**src/hdl/drt_pkg.sv**
```systemverilog
package drt_pkg;

    // Request kinds
    localparam logic KIND_ADVANCE = 1'b0;
    localparam logic KIND_WRITE   = 1'b1;

    // Register selects
    localparam logic [1:0] SEL_DIVIDER = 2'd0;
    localparam logic [1:0] SEL_COUNTER = 2'd1;
    localparam logic [1:0] SEL_RELOAD  = 2'd2;
    localparam logic [1:0] SEL_CONTROL = 2'd3;

    // Period select codes
    localparam logic [1:0] PER_1024 = 2'd0;
    localparam logic [1:0] PER_16   = 2'd1;
    localparam logic [1:0] PER_64   = 2'd2;
    localparam logic [1:0] PER_256  = 2'd3;

    localparam int CTRL_EN_BIT = 2;
    localparam int CD_W        = 11;

    localparam logic [7:0]      BYTE_MAX     = 8'hFF;
    localparam logic [CD_W-1:0] CD_RESET_VAL = 11'd1024;

    typedef struct packed {
        logic       kind;
        logic [1:0] reg_select;
        logic [7:0] write_data;
        logic [4:0] cycles;
    } t_req;

    typedef struct packed {
        logic [7:0] divider_high;
        logic [7:0] counter_value;
        logic [7:0] reload_value;
        logic [2:0] control_value;
        logic       timer_interrupt;
    } t_rsp;

    typedef struct packed {
        logic [7:0] cnt;
        logic       ovf;
    } t_tick;

    // Countdown length for a period select code
    function automatic logic [CD_W-1:0] period_of(input logic [1:0] sel);
        logic [CD_W-1:0] p;
        case (sel)
            PER_1024: p = 11'd1024;
            PER_16:   p = 11'd16;
            PER_64:   p = 11'd64;
            PER_256:  p = 11'd256;
            default:  p = 11'd1024;
        endcase
        return p;
    endfunction

    // Raise the counter once, load the reload value on overflow
    function automatic t_tick tick(input logic [7:0] cnt, input logic [7:0] rld);
        t_tick t;
        if (cnt == BYTE_MAX) begin
            t.cnt = rld;
            t.ovf = 1'b1;
        end else begin
            t.cnt = cnt + 8'd1;
            t.ovf = 1'b0;
        end
        return t;
    endfunction

endpackage

```
**src/hdl/drt_req_if.sv**
```systemverilog
interface drt_req_if;
    logic       valid;
    logic       ready;
    logic       kind;
    logic [1:0] reg_select;
    logic [7:0] write_data;
    logic [4:0] cycles;

    modport source (output valid, kind, reg_select, write_data, cycles, input ready);
    modport sink   (input valid, kind, reg_select, write_data, cycles, output ready);
endinterface

```
**src/hdl/drt_rsp_if.sv**
```systemverilog
interface drt_rsp_if;
    logic       valid;
    logic       ready;
    logic [7:0] divider_high;
    logic [7:0] counter_value;
    logic [7:0] reload_value;
    logic [2:0] control_value;
    logic       timer_interrupt;

    modport source (output valid, divider_high, counter_value, reload_value, control_value,
                    timer_interrupt, input ready);
    modport sink   (input valid, divider_high, counter_value, reload_value, control_value,
                    timer_interrupt, output ready);
endinterface

```
**src/hdl/drt_state.sv**
```systemverilog
module drt_state (
    input  logic          i_clk,
    input  logic          i_rst_n,
    input  logic          i_step,
    input  drt_pkg::t_req i_item,
    output drt_pkg::t_rsp o_result
);
    import drt_pkg::*;

    logic [15:0]     r_divider;
    logic [7:0]      r_counter;
    logic [7:0]      r_reload;
    logic [2:0]      r_control;
    logic [CD_W-1:0] r_countdown;

    logic [15:0]     n_divider;
    logic [7:0]      n_counter;
    logic [7:0]      n_reload;
    logic [2:0]      n_control;
    logic [CD_W-1:0] n_countdown;
    logic            irq;

    logic [CD_W-1:0] cyc;
    logic [CD_W-1:0] per;
    logic [CD_W-1:0] rem;
    t_tick           t1;
    t_tick           t2;

    // Period and tick terms for an advance
    assign cyc = CD_W'(i_item.cycles);
    assign per = period_of(r_control[1:0]);
    assign rem = cyc - r_countdown;
    assign t1  = tick(r_counter, r_reload);
    assign t2  = tick(t1.cnt, r_reload);

    // Next state for one request; at most two expirations fit in one advance
    always_comb begin
        n_divider   = r_divider;
        n_counter   = r_counter;
        n_reload    = r_reload;
        n_control   = r_control;
        n_countdown = r_countdown;
        irq         = 1'b0;
        if (i_item.kind == KIND_ADVANCE) begin
            n_divider = r_divider + 16'(i_item.cycles);
            if (r_control[CTRL_EN_BIT]) begin
                if (cyc < r_countdown) begin
                    n_countdown = r_countdown - cyc;
                end else if (rem < per) begin
                    n_countdown = per - rem;
                    n_counter   = t1.cnt;
                    irq         = t1.ovf;
                end else begin
                    n_countdown = per - (rem - per);
                    n_counter   = t2.cnt;
                    irq         = t1.ovf | t2.ovf;
                end
            end
        end else begin
            case (i_item.reg_select)
                SEL_DIVIDER: n_divider = 16'd0;
                SEL_COUNTER: n_counter = i_item.write_data;
                SEL_RELOAD:  n_reload  = i_item.write_data;
                SEL_CONTROL: begin
                    n_control = i_item.write_data[2:0];
                    // restart the countdown when the timer turns on
                    if (!r_control[CTRL_EN_BIT] && i_item.write_data[CTRL_EN_BIT]) begin
                        n_countdown = period_of(i_item.write_data[1:0]);
                    end
                end
                default: n_control = r_control;
            endcase
        end
    end

    // Hold timer state, advance on each request
    always_ff @(posedge i_clk) begin
        if (!i_rst_n) begin
            r_divider   <= '0;
            r_counter   <= '0;
            r_reload    <= '0;
            r_control   <= '0;
            r_countdown <= CD_RESET_VAL;
        end else if (i_step) begin
            r_divider   <= n_divider;
            r_counter   <= n_counter;
            r_reload    <= n_reload;
            r_control   <= n_control;
            r_countdown <= n_countdown;
        end
    end

    // Result reflects the state after the request
    assign o_result.divider_high    = n_divider[15:8];
    assign o_result.counter_value   = n_counter;
    assign o_result.reload_value    = n_reload;
    assign o_result.control_value   = n_control;
    assign o_result.timer_interrupt = irq;

    a_cd_range: assert property (@(posedge i_clk) disable iff (!i_rst_n)
        r_countdown != '0 && r_countdown <= CD_RESET_VAL)
        else $error("countdown out of range");

    a_enable_restart: assert property (@(posedge i_clk) disable iff (!i_rst_n)
        i_step && i_item.kind == KIND_WRITE && i_item.reg_select == SEL_CONTROL
        && !r_control[CTRL_EN_BIT] && i_item.write_data[CTRL_EN_BIT]
        |=> r_countdown == period_of(r_control[1:0]))
        else $error("countdown not restarted on enable");

    a_idle_hold: assert property (@(posedge i_clk) disable iff (!i_rst_n)
        i_step && i_item.kind == KIND_ADVANCE && !r_control[CTRL_EN_BIT]
        |=> $stable(r_countdown) && $stable(r_counter))
        else $error("disabled timer moved");

    a_write_no_irq: assert property (@(posedge i_clk) disable iff (!i_rst_n)
        i_item.kind == KIND_WRITE |-> !o_result.timer_interrupt)
        else $error("interrupt on register write");

endmodule

```
**src/hdl/divider_and_reloading_timer.sv**
```systemverilog
// Divider and reloading timer. Each request either advances time by the
// amount in its 5-bit cycles field, clears the divider, or writes one byte
// to the counter, reload or control register; every request yields one
// response with the register values after it and an interrupt flag that is
// set when the counter overflowed and reloaded. Requests are taken one per
// clock while the response side is not stalled: a request is registered, the
// timer state is updated from it by a single pass of adders and compares, and
// the response is registered in the same step, so a stalled response only
// holds the pipeline when both registers are full.
module divider_and_reloading_timer (
    input  logic      i_clk,
    input  logic      i_rst_n,
    drt_req_if.sink   i_req,
    drt_rsp_if.source o_rsp
);
    import drt_pkg::*;

    logic  r_in_vld;
    t_req  r_in;
    logic  r_out_vld;
    t_rsp  r_out;
    logic  step;
    t_req  req_item;
    t_rsp  result;

    // Move the held request forward when the response slot is free
    assign step        = r_in_vld && (!r_out_vld || o_rsp.ready);
    assign i_req.ready = !r_in_vld || step;

    assign req_item.kind       = i_req.kind;
    assign req_item.reg_select = i_req.reg_select;
    assign req_item.write_data = i_req.write_data;
    assign req_item.cycles     = i_req.cycles;

    // Request register
    always_ff @(posedge i_clk) begin
        if (!i_rst_n) begin
            r_in_vld <= 1'b0;
        end else if (i_req.ready) begin
            r_in_vld <= i_req.valid;
        end
    end

    always_ff @(posedge i_clk) begin
        if (i_req.valid && i_req.ready) begin
            r_in <= req_item;
        end
    end

    drt_state u_state (
        .i_clk    (i_clk),
        .i_rst_n  (i_rst_n),
        .i_step   (step),
        .i_item   (r_in),
        .o_result (result)
    );

    // Response register
    always_ff @(posedge i_clk) begin
        if (!i_rst_n) begin
            r_out_vld <= 1'b0;
        end else if (step) begin
            r_out_vld <= 1'b1;
        end else if (o_rsp.ready) begin
            r_out_vld <= 1'b0;
        end
    end

    always_ff @(posedge i_clk) begin
        if (step) begin
            r_out <= result;
        end
    end

    assign o_rsp.valid           = r_out_vld;
    assign o_rsp.divider_high    = r_out.divider_high;
    assign o_rsp.counter_value   = r_out.counter_value;
    assign o_rsp.reload_value    = r_out.reload_value;
    assign o_rsp.control_value   = r_out.control_value;
    assign o_rsp.timer_interrupt = r_out.timer_interrupt;

    a_in_hold: assert property (@(posedge i_clk) disable iff (!i_rst_n)
        r_in_vld && !step |=> r_in_vld)
        else $error("held request dropped");

    a_irq_reload: assert property (@(posedge i_clk) disable iff (!i_rst_n)
        r_out_vld && r_out.timer_interrupt
        |-> r_out.counter_value == r_out.reload_value
            || r_out.counter_value == r_out.reload_value + 8'd1)
        else $error("interrupt without reload");

    a_step_fills: assert property (@(posedge i_clk) disable iff (!i_rst_n)
        step |=> r_out_vld)
        else $error("response lost");

endmodule

```
**src/flat_wrapper.sv**
```systemverilog
// flat-port wrapper written by rule: the top's interface ports become plain ports
module divider_and_reloading_timer_flat import drt_pkg::*;
  (i_clk, i_rst_n, i_req_valid, i_req_kind, i_req_reg_select, i_req_write_data, i_req_cycles, i_req_ready, o_rsp_valid, o_rsp_divider_high, o_rsp_counter_value, o_rsp_reload_value, o_rsp_control_value, o_rsp_timer_interrupt, o_rsp_ready);
  drt_req_if i_req_i ();
  drt_rsp_if o_rsp_i ();
  input  logic i_clk;
  input  logic i_rst_n;
  input wire logic [$bits(i_req_i.valid)-1:0] i_req_valid;
  input wire logic [$bits(i_req_i.kind)-1:0] i_req_kind;
  input wire logic [$bits(i_req_i.reg_select)-1:0] i_req_reg_select;
  input wire logic [$bits(i_req_i.write_data)-1:0] i_req_write_data;
  input wire logic [$bits(i_req_i.cycles)-1:0] i_req_cycles;
  output wire logic [$bits(i_req_i.ready)-1:0] i_req_ready;
  output wire logic [$bits(o_rsp_i.valid)-1:0] o_rsp_valid;
  output wire logic [$bits(o_rsp_i.divider_high)-1:0] o_rsp_divider_high;
  output wire logic [$bits(o_rsp_i.counter_value)-1:0] o_rsp_counter_value;
  output wire logic [$bits(o_rsp_i.reload_value)-1:0] o_rsp_reload_value;
  output wire logic [$bits(o_rsp_i.control_value)-1:0] o_rsp_control_value;
  output wire logic [$bits(o_rsp_i.timer_interrupt)-1:0] o_rsp_timer_interrupt;
  input wire logic [$bits(o_rsp_i.ready)-1:0] o_rsp_ready;
  assign i_req_i.valid = i_req_valid;
  assign i_req_i.kind = i_req_kind;
  assign i_req_i.reg_select = i_req_reg_select;
  assign i_req_i.write_data = i_req_write_data;
  assign i_req_i.cycles = i_req_cycles;
  assign i_req_ready = i_req_i.ready;
  assign o_rsp_valid = o_rsp_i.valid;
  assign o_rsp_divider_high = o_rsp_i.divider_high;
  assign o_rsp_counter_value = o_rsp_i.counter_value;
  assign o_rsp_reload_value = o_rsp_i.reload_value;
  assign o_rsp_control_value = o_rsp_i.control_value;
  assign o_rsp_timer_interrupt = o_rsp_i.timer_interrupt;
  assign o_rsp_i.ready = o_rsp_ready;
  divider_and_reloading_timer u_core (.i_clk(i_clk), .i_rst_n(i_rst_n), .i_req(i_req_i), .o_rsp(o_rsp_i));
endmodule
```
**config.mk**
```make
export PLATFORM = sky130hd
export DESIGN_NAME = divider_and_reloading_timer_flat
export DESIGN_NICKNAME = d
export VERILOG_FILES = /design/src/hdl/drt_pkg.sv /design/src/hdl/drt_req_if.sv /design/src/hdl/drt_rsp_if.sv /design/src/hdl/drt_state.sv /design/src/hdl/divider_and_reloading_timer.sv /design/src/flat_wrapper.sv
export SDC_FILE = /design/constraint.sdc
export NUM_CORES = 1
export LEC_CHECK = 0
export CORE_UTILIZATION = 30
export DETAILED_ROUTE_END_ITERATION = 8
export DONT_BUFFER_PORTS = 1
export HOLD_SLACK_MARGIN = 0.02
export PLACE_DENSITY = 0.46
export REMOVE_ABC_BUFFERS = 1
export SYNTH_ARGS = -nofsm -noshare
export SYNTH_HDL_FRONTEND = slang
export SYNTH_HIERARCHICAL = 1
export SYNTH_SLANG_ARGS = --single-unit
```
**constraint.sdc**
```tcl
create_clock -name i_clk -period 4.3 [get_ports i_clk]
set_input_delay 0.86 -clock i_clk [delete_from_list [all_inputs] [get_ports i_clk]]
set_output_delay 0.86 -clock i_clk [all_outputs]
set_load 0.01 [all_outputs]
```
==> results_dict.tcl, run 1 <==
set metrics [dict create \
    hold_slack_ps 463 \
    arrival_ps 4360 \
    grt_pass1_vias 5004 \
    htreeDepth 3 \
    regArea_mm2 0.00228 \
    fin_area_mm2 0.00695 \
    crit_path_start_kind "register" \
    p_sw_share_pct 30.5 \
    fill_cells 2073 \
    status "finished, final reports clean" \
    overflow 0 \
    viasPerCell 5.48 \
    critPathMaxFanout 5 \
    fin_skew_ps 11.2 \
    fin_ws_ps 189 \
    clockBufferDepth 2 \
    synth.distinct_cells 84 \
    core_mm2 0.0202 \
    synth_ff_type "dfxtp_1" \
    num_io_pins 50 \
    avgSynthCellArea_um2 8.91 \
    grt_max_degree 50 \
    internal_power_mw 1.58 \
    die_h_um 146 \
    drv_cap 0 \
    wirelength_um 17800 \
    setup_viol_count_final 0 \
    first_pass_iters 5 \
    layout.cells.most_common "nor2_1" \
    globalplace.congestion 0.905 \
    cts_hold_buf 0 \
    pwr-share-clk_pct 35.0 \
    synth_edf_count 44 \
    area_delta_synth_final_pct 12.4 \
    finish.utilization_pct 34.3 \
    pwr-share-seq_pct 45.1 \
    multiInputGateArea_mm2 0.00366 \
    postPlaceCellArea_mm2 0.00654 \
    cts_buffers 9 \
    endpoint_kind "register" \
    netlist_area_mm2 0.00618 \
    p_comb_share_pct 19.9 \
    cts_tree "built" \
    wl_per_cell_um 18.3 \
    hpwl_um 13100 \
    dp.cells 950 \
    antenna_cells_inserted 0 \
    instances_no_fill 969 \
    total_power_mw 2.27 \
    p_sw_uw 693 \
    rows 52 \
    post_route_cells_drive_above_1_share_pct 13.7 \
    drtIter0Drc 445 \
    cts_sinks 92 \
    worstSetupPathType "reg2reg" \
    grtUsageTotal_pct 16.9 \
    ir_drop_mv 0.169 \
    yosysWarnings 6 \
    drc_errors 0 \
    finalCritPeriodShare_pct 95.6 \
    clk_pin_slew_ps 70 \
    finalMaxSlewViolations 0 \
    insertion_delay_ps 350 \
    num_vias 5307 \
    grt_pass1_wl_um 28200 \
    p_per_area_mw_per_mm2 327 \
    min_path_type "reg2reg" \
    dieArea_mm2 0.0212 \
    io_buffers 0 \
    cts_root_buf "clkbuf_16" \
    antenna_found_initial 0 \
    pre_cts_slack_ps -44.8 \
    initial_core_util_pct 30.6 \
    r2r_slack_ps 190 \
    final_cell_mix "nor2_1, nand2_1, dfxtp_1" \
    fmax_ghz 0.243 \
    async_reset_ff_share_pct 0 \
    slew_headroom_pct 20.2 \
    worst_pin_slew_ps 1200 \
    period_minus_slack_ps 4110 \
    synth-seq-area-share_pct 36.9 \
    die_width_um 146 \
    nets 742 \
    p_leak_nw 2.59 \
    ant_nets 0 \
    postSynthCellCount 694 \
    required_ps 4550 \
    final.setup.tns_ps 0 \
    final_hold_viol_count 0 \
    ys_ff_latch 92 \
]
==> sequential cells by signal (all words and copies together), names as in the netlist <==
signal,count
u_core/u_state/r_divider,16
u_core/r_in_vld,1
u_core/o_rsp.reload_value,8
u_core/u_state/r_counter,8
u_core/u_state/r_control,3
u_core/u_state/r_countdown,11
u_core/o_rsp.control_value,3
u_core/r_in,16
u_core/o_rsp.valid,1
u_core/u_state/r_reload,8
u_core/o_rsp.timer_interrupt,1
u_core/o_rsp.divider_high,8
u_core/o_rsp.counter_value,8
==> layout make-up <==
| class | count | area share (%) |
|---|---|---|
| inverters | 33 | 1.78 |
| repair buffers | 34 | 3.67 |
| flip-flops and latches | 92 | 32.8 |
| multi-input cells | 524 | 52.7 |
| clock buffers | 10 | 3.44 |
| clock inverters | 6 | 0.738 |
| well taps | 270 | 4.86 |
==> repair_timing <==
item                                   4_1_cts  5_1_grt
endpoints found under the hold margin        0        0
setup endpoints to repair                    7       22
buffers inserted                             0        3
cloned                                       0        0
resized for setup                            2       14
pin swaps                                    0        4
==> per-layer routing <==
metal	vias to the layer above	wire length [um]	GRT usage (%)
li1	2565	-	-
met1	2557	8060	22.1
met2	165	8630	29.1
met3	20	801	2.13
met4	0	279	5.26
met5	-	0	0
==> worst paths after layout <==
kind / from / cells past startpoint / endpoint
worst max-delay path: u_core/r_in[0] / 17 / u_core/u_state/r_counter[1]
worst min-delay path: u_core/u_state/r_divider[0] / 2 / u_core/u_state/r_divider[0]
worst max register to register: u_core/r_in[0] / 17 / u_core/u_state/r_counter[1]
worst min register to register: u_core/u_state/r_divider[0] / 2 / u_core/u_state/r_divider[0]
==> cells by family after synthesis <==
kind of cell             after synthesis  share of synthesized area, %
AO/OA/AOI/OAI                        189                          22.0
AND/OR/NAND/NOR                      249                          20.5
XOR/XNOR                              34                          4.82
multiplexers                          24                          4.07
buffers and inverters                 78                          5.63
flip-flops                            92                          36.9
adder cells (fa/ha/maj)               28                          6.03
==> power groups by stage <==
stage	combinational, mW	sequential [mW]	clock [mW]
2_1_floorplan	0.292	1.02	0
3_3_place_gp	0.410	1.04	0
3_5_place_dp	0.416	1.04	0
4_1_cts	0.425	1.02	0.818
5_1_grt	0.492	1.03	0.856
6_report	0.451	1.02	0.795
==> cells in the mapped netlist, types with 9 or more instances <==
library cell | count | area [um^2]
nand3_1 | 26 | 130
nand4_1 | 9 | 56.3
edfxtp_1 | 44 | 1320
inv_1 | 32 | 120
mux2i_1 | 15 | 150
nor2_1 | 70 | 263
buf_4 | 12 | 90.1
mux2_2 | 9 | 101
clkbuf_1 | 22 | 82.6
o211ai_1 | 11 | 82.6
a21oi_1 | 33 | 165
dfxtp_1 | 48 | 961
nand2_1 | 52 | 195
a31oi_1 | 13 | 81.3
nor3_1 | 25 | 125
o21ai_0 | 35 | 175
ha_1 | 25 | 313
xor2_1 | 13 | 114
nor2b_1 | 12 | 75.1
xnor2_1 | 21 | 184
==> critical path, cell delays in order, from the launching register on <==
cell and delay (ps):
edfxtp_1 350, inv_1 50, ha_1 220, fa_1 390
nand2b_4 160, a211oi_2 290, o21ai_1 120, xor2_1 200
inv_1 110, ha_4 290, nor4b_4 230, o211ai_1 200
o311ai_2 150, o32ai_4 180, buf_4 170, or4_1 520
a31o_1 210, o21ba_1 170
Power figures use the tool's default switching activity.
==> inputs of run 2 (changes only) <==
Settings changed: PLACE_DENSITY 0.46 to unset.
==> run 2 against run 1 <==
Against the previous run: non-clock buffer count down 2; first-iteration DRC count rose by 1.6%; register-to-register slack is essentially flat; design area grew 1.1%; combinational power is 1% higher; clock-buffer cell count unchanged; die area stayed put; critical path depth rose by 1; maximum frequency about the same; clock power increased by 11%; flip-flop and latch count did not move; global-route usage fell by 0.86 points; critical endpoint unchanged; largest power group unchanged.
==> results_dict.tcl, run 2 (same netlist as run 1, synthesis figures left out) <==
set metrics [dict create \
    reg_top3 "u_core/r_in (16), u_core/u_state/r_divider (16), u_core/u_state/r_countdown (11)" \
    dieArea_mm2 0.0212 \
    p_comb_share_pct 19.4 \
    setup_viol_count_final 0 \
    internal_power_mw 1.67 \
    grt_pass1_wl_um 27100 \
    status "finished, final reports clean" \
    cts_hold_buf 0 \
    wirelength_um 17000 \
    die_h_um 146 \
    final_cell_mix "nor2_1, nand2_1, dfxtp_1" \
    cts_tree "built" \
    die_width_um 146 \
    antenna_cells_inserted 0 \
    initial_core_util_pct 30.6 \
    endpoint_kind "register" \
    crit_chain "inv_1, ha_2, fa_2, nand2b_4, a211oi_4, o21ai_1, xor2_1, inv_1, ha_4, nor4b_4, o211ai_1, buf_4, o311ai_4, o32ai_4, buf_4, or4_1, a31o_1, o21ba_1" \
    antenna_found_initial 0 \
    num_io_pins 50 \
    grt_pass1_vias 4969 \
    cts_root_buf "clkbuf_16" \
    grtUsageTotal_pct 16.1 \
    critPathMaxFanout 5 \
    clk_pin_slew_ps 70 \
    crit_path_start_kind "register" \
    drtIter0Drc 452 \
    hold_slack_ps 459 \
    worst_pin_slew_ps 1100 \
    cts_buffers 9 \
    num_vias 5261 \
    clockBufferDepth 2 \
    pwr-share-clk_pct 37.5 \
    globalplace.congestion 0.939 \
    drv_cap 0 \
    p_leak_nw 2.61 \
    layout.cells.most_common "nor2_1" \
    grt_max_degree 50 \
    p_sw_uw 692 \
    post_route_cells_drive_above_1_share_pct 14.0 \
    wl_per_cell_um 17.6 \
    p_sw_share_pct 29.3 \
    cp_slowest_cell "or4_1" \
    cts_sinks 92 \
    p_per_area_mw_per_mm2 336 \
    rows 52 \
    finalCritPeriodShare_pct 95.6 \
    final_hold_viol_count 0 \
    finalMaxSlewViolations 0 \
    hpwl_um 12200 \
    required_ps 4550 \
    overflow 0 \
    first_pass_iters 5 \
    drc_errors 0 \
    worstSetupPathType "reg2reg" \
    io_buffers 0 \
    area_delta_synth_final_pct 13.7 \
    finish.utilization_pct 34.7 \
    arrival_ps 4360 \
    min_path_type "reg2reg" \
    fmax_ghz 0.243 \
    cp_num_buf_inv 4 \
    fin_skew_ps 10.6 \
    regArea_mm2 0.00228 \
    nets 741 \
    pwr-share-seq_pct 43.2 \
    slew_headroom_pct 26.4 \
    crit_family "compound AO/OA/AOI/OAI gates" \
    ant_nets 0 \
    ir_drop_mv 0.241 \
    period_minus_slack_ps 4110 \
    fill_cells 2026 \
    viasPerCell 5.43 \
    slowest_delay_ps 520 \
    core_mm2 0.0202 \
    insertion_delay_ps 350 \
    htreeDepth 3 \
    multiInputGateArea_mm2 0.00372 \
]
-- run 2: cell count changes in the layout (fill, tap and decap cells not counted), moves of 2 or more --
cell	delta
clkinvlp_4	+2
bufinv_16	+2
a221oi_2	+2
a221oi_1	-2
buf_4	-2
-- run 2: final cells by class --
| type | instances | share of cell area [%] |
|---|---|---|
| clock buffers | 10 | 3.26 |
| clock inverters | 6 | 1.35 |
| inverters | 33 | 1.76 |
| multi-input cells | 525 | 52.9 |
| flip-flops and latches | 92 | 32.5 |
| well taps | 270 | 4.81 |
| repair buffers | 32 | 3.42 |
-- run 2: layer usage --
layer  GRT usage, %  vias to the layer above  wire, um
met5              0                        -         0
met4           4.95                        0       375
met3           3.76                       24       979
met2           24.4                      167      7440
met1           22.6                     2506      8230
li1               -                     2564         -
-- run 2: path summary, 6_finish.rpt --
path                                      end  cells after the start  slack, ps                         from
setup / recovery  u_core/u_state/r_counter[1]                     18        190               u_core/r_in[0]
hold / removal    u_core/u_state/r_divider[0]                      2        460  u_core/u_state/r_divider[0]
setup reg to reg  u_core/u_state/r_counter[1]                     18        190               u_core/r_in[0]
hold reg to reg   u_core/u_state/r_divider[0]                      2        460  u_core/u_state/r_divider[0]
-- run 2: tightest hold or removal path, cell delays in order, from the launching register on --
cell	delay, ps
dfxtp_1	310
nand2_1	50
a21oi_1	50
-- run 2: timing repair --
action	CTS	global route
buffers inserted	0	3
cloned	0	2
endpoints found under the setup margin	5	24
gates resized for setup	2	22
pin swaps	0	5
-- run 2: power by group through the flow --
stage	Clock, mW	Sequential [mW]	Combinational [mW]
6_report	0.886	1.02	0.457
4_1_cts	0.907	1.02	0.409
2_1_floorplan	0	1.02	0.292
3_3_place_gp	0	1.04	0.403
5_1_grt	0.939	1.02	0.501
3_5_place_dp	0	1.04	0.405
-- run 2: through the flow --
| step | std cells | worst slack, ps | setup TNS (ps) | area (um^2) | total power, mW |
|---|---|---|---|---|---|
| after floorplan | 649 | -1230 | -20620 | 5960 | 1.32 |
| after global placement | 947 | 88.0 | 0 | 6520 | 1.44 |
| after detailed placement | 947 | -87.3 | -173 | 6520 | 1.44 |
| after CTS | 963 | 77.3 | 0 | 6850 | 2.34 |
| after global routing | 968 | -22.2 | -33.7 | 7030 | 2.46 |
| final | 968 | 191 | 0 | 7030 | 2.36 |
==> inputs of run 3 (changes only) <==
Settings changed: CORE_ASPECT_RATIO set to 0.9.
==> run 3 against run 2 <==
Against the previous run: global-route usage shrank 0.066 points; via count fell by 0.67%; clock power is 1% higher; die area about the same; setup slack better by 92 ps; final cell count shrank 2.1%; sequential share of layout area is 0.60 points higher; non-clock buffer count shrank 4; clock skew decreased by 2.0 ps; first-iteration DRC count rose by 19%; register-to-register slack gained 90 ps; critical path type unchanged.
==> results_dict.tcl, run 3 (same netlist as run 1, synthesis figures left out) <==
set metrics [dict create \
    total_power_mw 2.36 \
    p_per_area_mw_per_mm2 341 \
    pre_cts_slack_ps 64.7 \
    cp_slowest_cell "or4_1" \
    slew_headroom_pct 26.1 \
    final_cell_mix "nor2_1, nand2_1, dfxtp_1" \
    grt_pass1_vias 4834 \
    cts_root_buf "clkbuf_16" \
    instances_no_fill 948 \
    final_hold_viol_count 0 \
    ir_drop_mv 0.382 \
    hold_slack_ps 472 \
    status "finished, final reports clean" \
    finalCritPeriodShare_pct 93.4 \
    drc_errors 0 \
    grt_max_degree 47 \
    area_delta_synth_final_pct 11.6 \
    post_route_cells_drive_above_1_share_pct 12.4 \
    rows 49 \
    fin_area_mm2 0.00690 \
    initial_core_util_pct 30.7 \
    setup_viol_count_final 0 \
    wirelength_um 16700 \
    postPlaceCellArea_mm2 0.00648 \
    period_minus_slack_ps 4020 \
    globalplace.congestion 0.956 \
    required_ps 4550 \
    nets 736 \
    clockBufferDepth 2 \
    critPathMaxFanout 10 \
    die_h_um 138 \
    min_path_type "reg2reg" \
    insertion_delay_ps 350 \
    viasPerCell 5.51 \
    ant_nets 0 \
    first_pass_iters 5 \
    antenna_found_initial 0 \
    finalMaxSlewViolations 0 \
    fmax_ghz 0.249 \
    cts_tree "built" \
    cts_hold_buf 0 \
    antenna_cells_inserted 0 \
    slowest_delay_ps 470 \
    num_io_pins 50 \
    io_buffers 0 \
    dieArea_mm2 0.0212 \
    reg_top3 "u_core/r_in (16), u_core/u_state/r_divider (16), u_core/u_state/r_countdown (11)" \
    hpwl_um 12200 \
    drv_cap 0 \
    worst_pin_slew_ps 1100 \
    die_width_um 153 \
    core_mm2 0.0201 \
    crit_path_start_kind "register" \
    dp.cells 929 \
    cts_buffers 9 \
    arrival_ps 4270 \
    final.setup.tns_ps 0 \
    fin_skew_ps 8.57 \
    overflow 0 \
    cts_sinks 92 \
    num_vias 5226 \
    finish.utilization_pct 34.3 \
    htreeDepth 3 \
    worstSetupPathType "reg2reg" \
    drtIter0Drc 538 \
    crit_chain "inv_1, ha_1, fa_1, nand2b_1, a211oi_2, buf_4, o211ai_1, and2_0, ha_1, o211a_1, o21ai_0, nor3_2, buf_4, or4_1, a31o_1, o21ba_1" \
    layout.cells.most_common "nor2_1" \
    grtUsageTotal_pct 16.0 \
    wl_per_cell_um 17.7 \
    fin_ws_ps 283 \
    p_leak_nw 2.58 \
    endpoint_kind "register" \
    clk_pin_slew_ps 60 \
    grt_pass1_wl_um 26700 \
]
[run 3: worst max-delay path: cells and delay by family, from the launching register on]
family / cells / cell delay (ps)
DFF: 1 / 350
AOI/OAI and AO/OA: 6 / 1240
adders and majority gates: 3 / 950
buffers and inverters: 3 / 370
and+or+nand+nor: 4 / 1010
[run 3: layer usage]
layer  track usage, %  vias up  share of wire [%]
met4             5.48        0                1.6
met1             23.2     2505                 50
li1                 -     2550                  -
met5                0        -                  0
met2             23.1      150                 42
met3             3.73       21                6.4
[run 3: path summary, 6_finish.rpt]
kind	start	endpoint	slack [ps]	depth (start not counted)
min	u_core/u_state/r_divider[0]	u_core/u_state/r_divider[0]	470	2
min reg2reg	u_core/u_state/r_divider[0]	u_core/u_state/r_divider[0]	470	2
max reg2reg	u_core/r_in[0]	u_core/u_state/r_counter[1]	280	16
max	u_core/r_in[0]	u_core/u_state/r_counter[1]	280	16
[run 3: area by class of cell]
cell class	instances	area, um^2
Fill cell	2062	13200
Multi-Input combinational cell	524	3630
Clock buffer	11	233
Sequential cell	92	2280
Inverter	33	124
Tap cell	255	319
Timing Repair Buffer	28	210
Clock inverter	5	100
[run 3: report_power, final]
group          total [mW]  internal (mW)  leakage [nW]  switching [mW]
Sequential           1.02          0.967         0.813          0.0552
Clock               0.897          0.566         0.163           0.330
Combinational       0.437          0.179          1.61           0.258
[run 3: what timing repair did]
item,CTS,global route
setup endpoints to repair,0,24
setup buffers,0,3
gates resized for setup,0,12
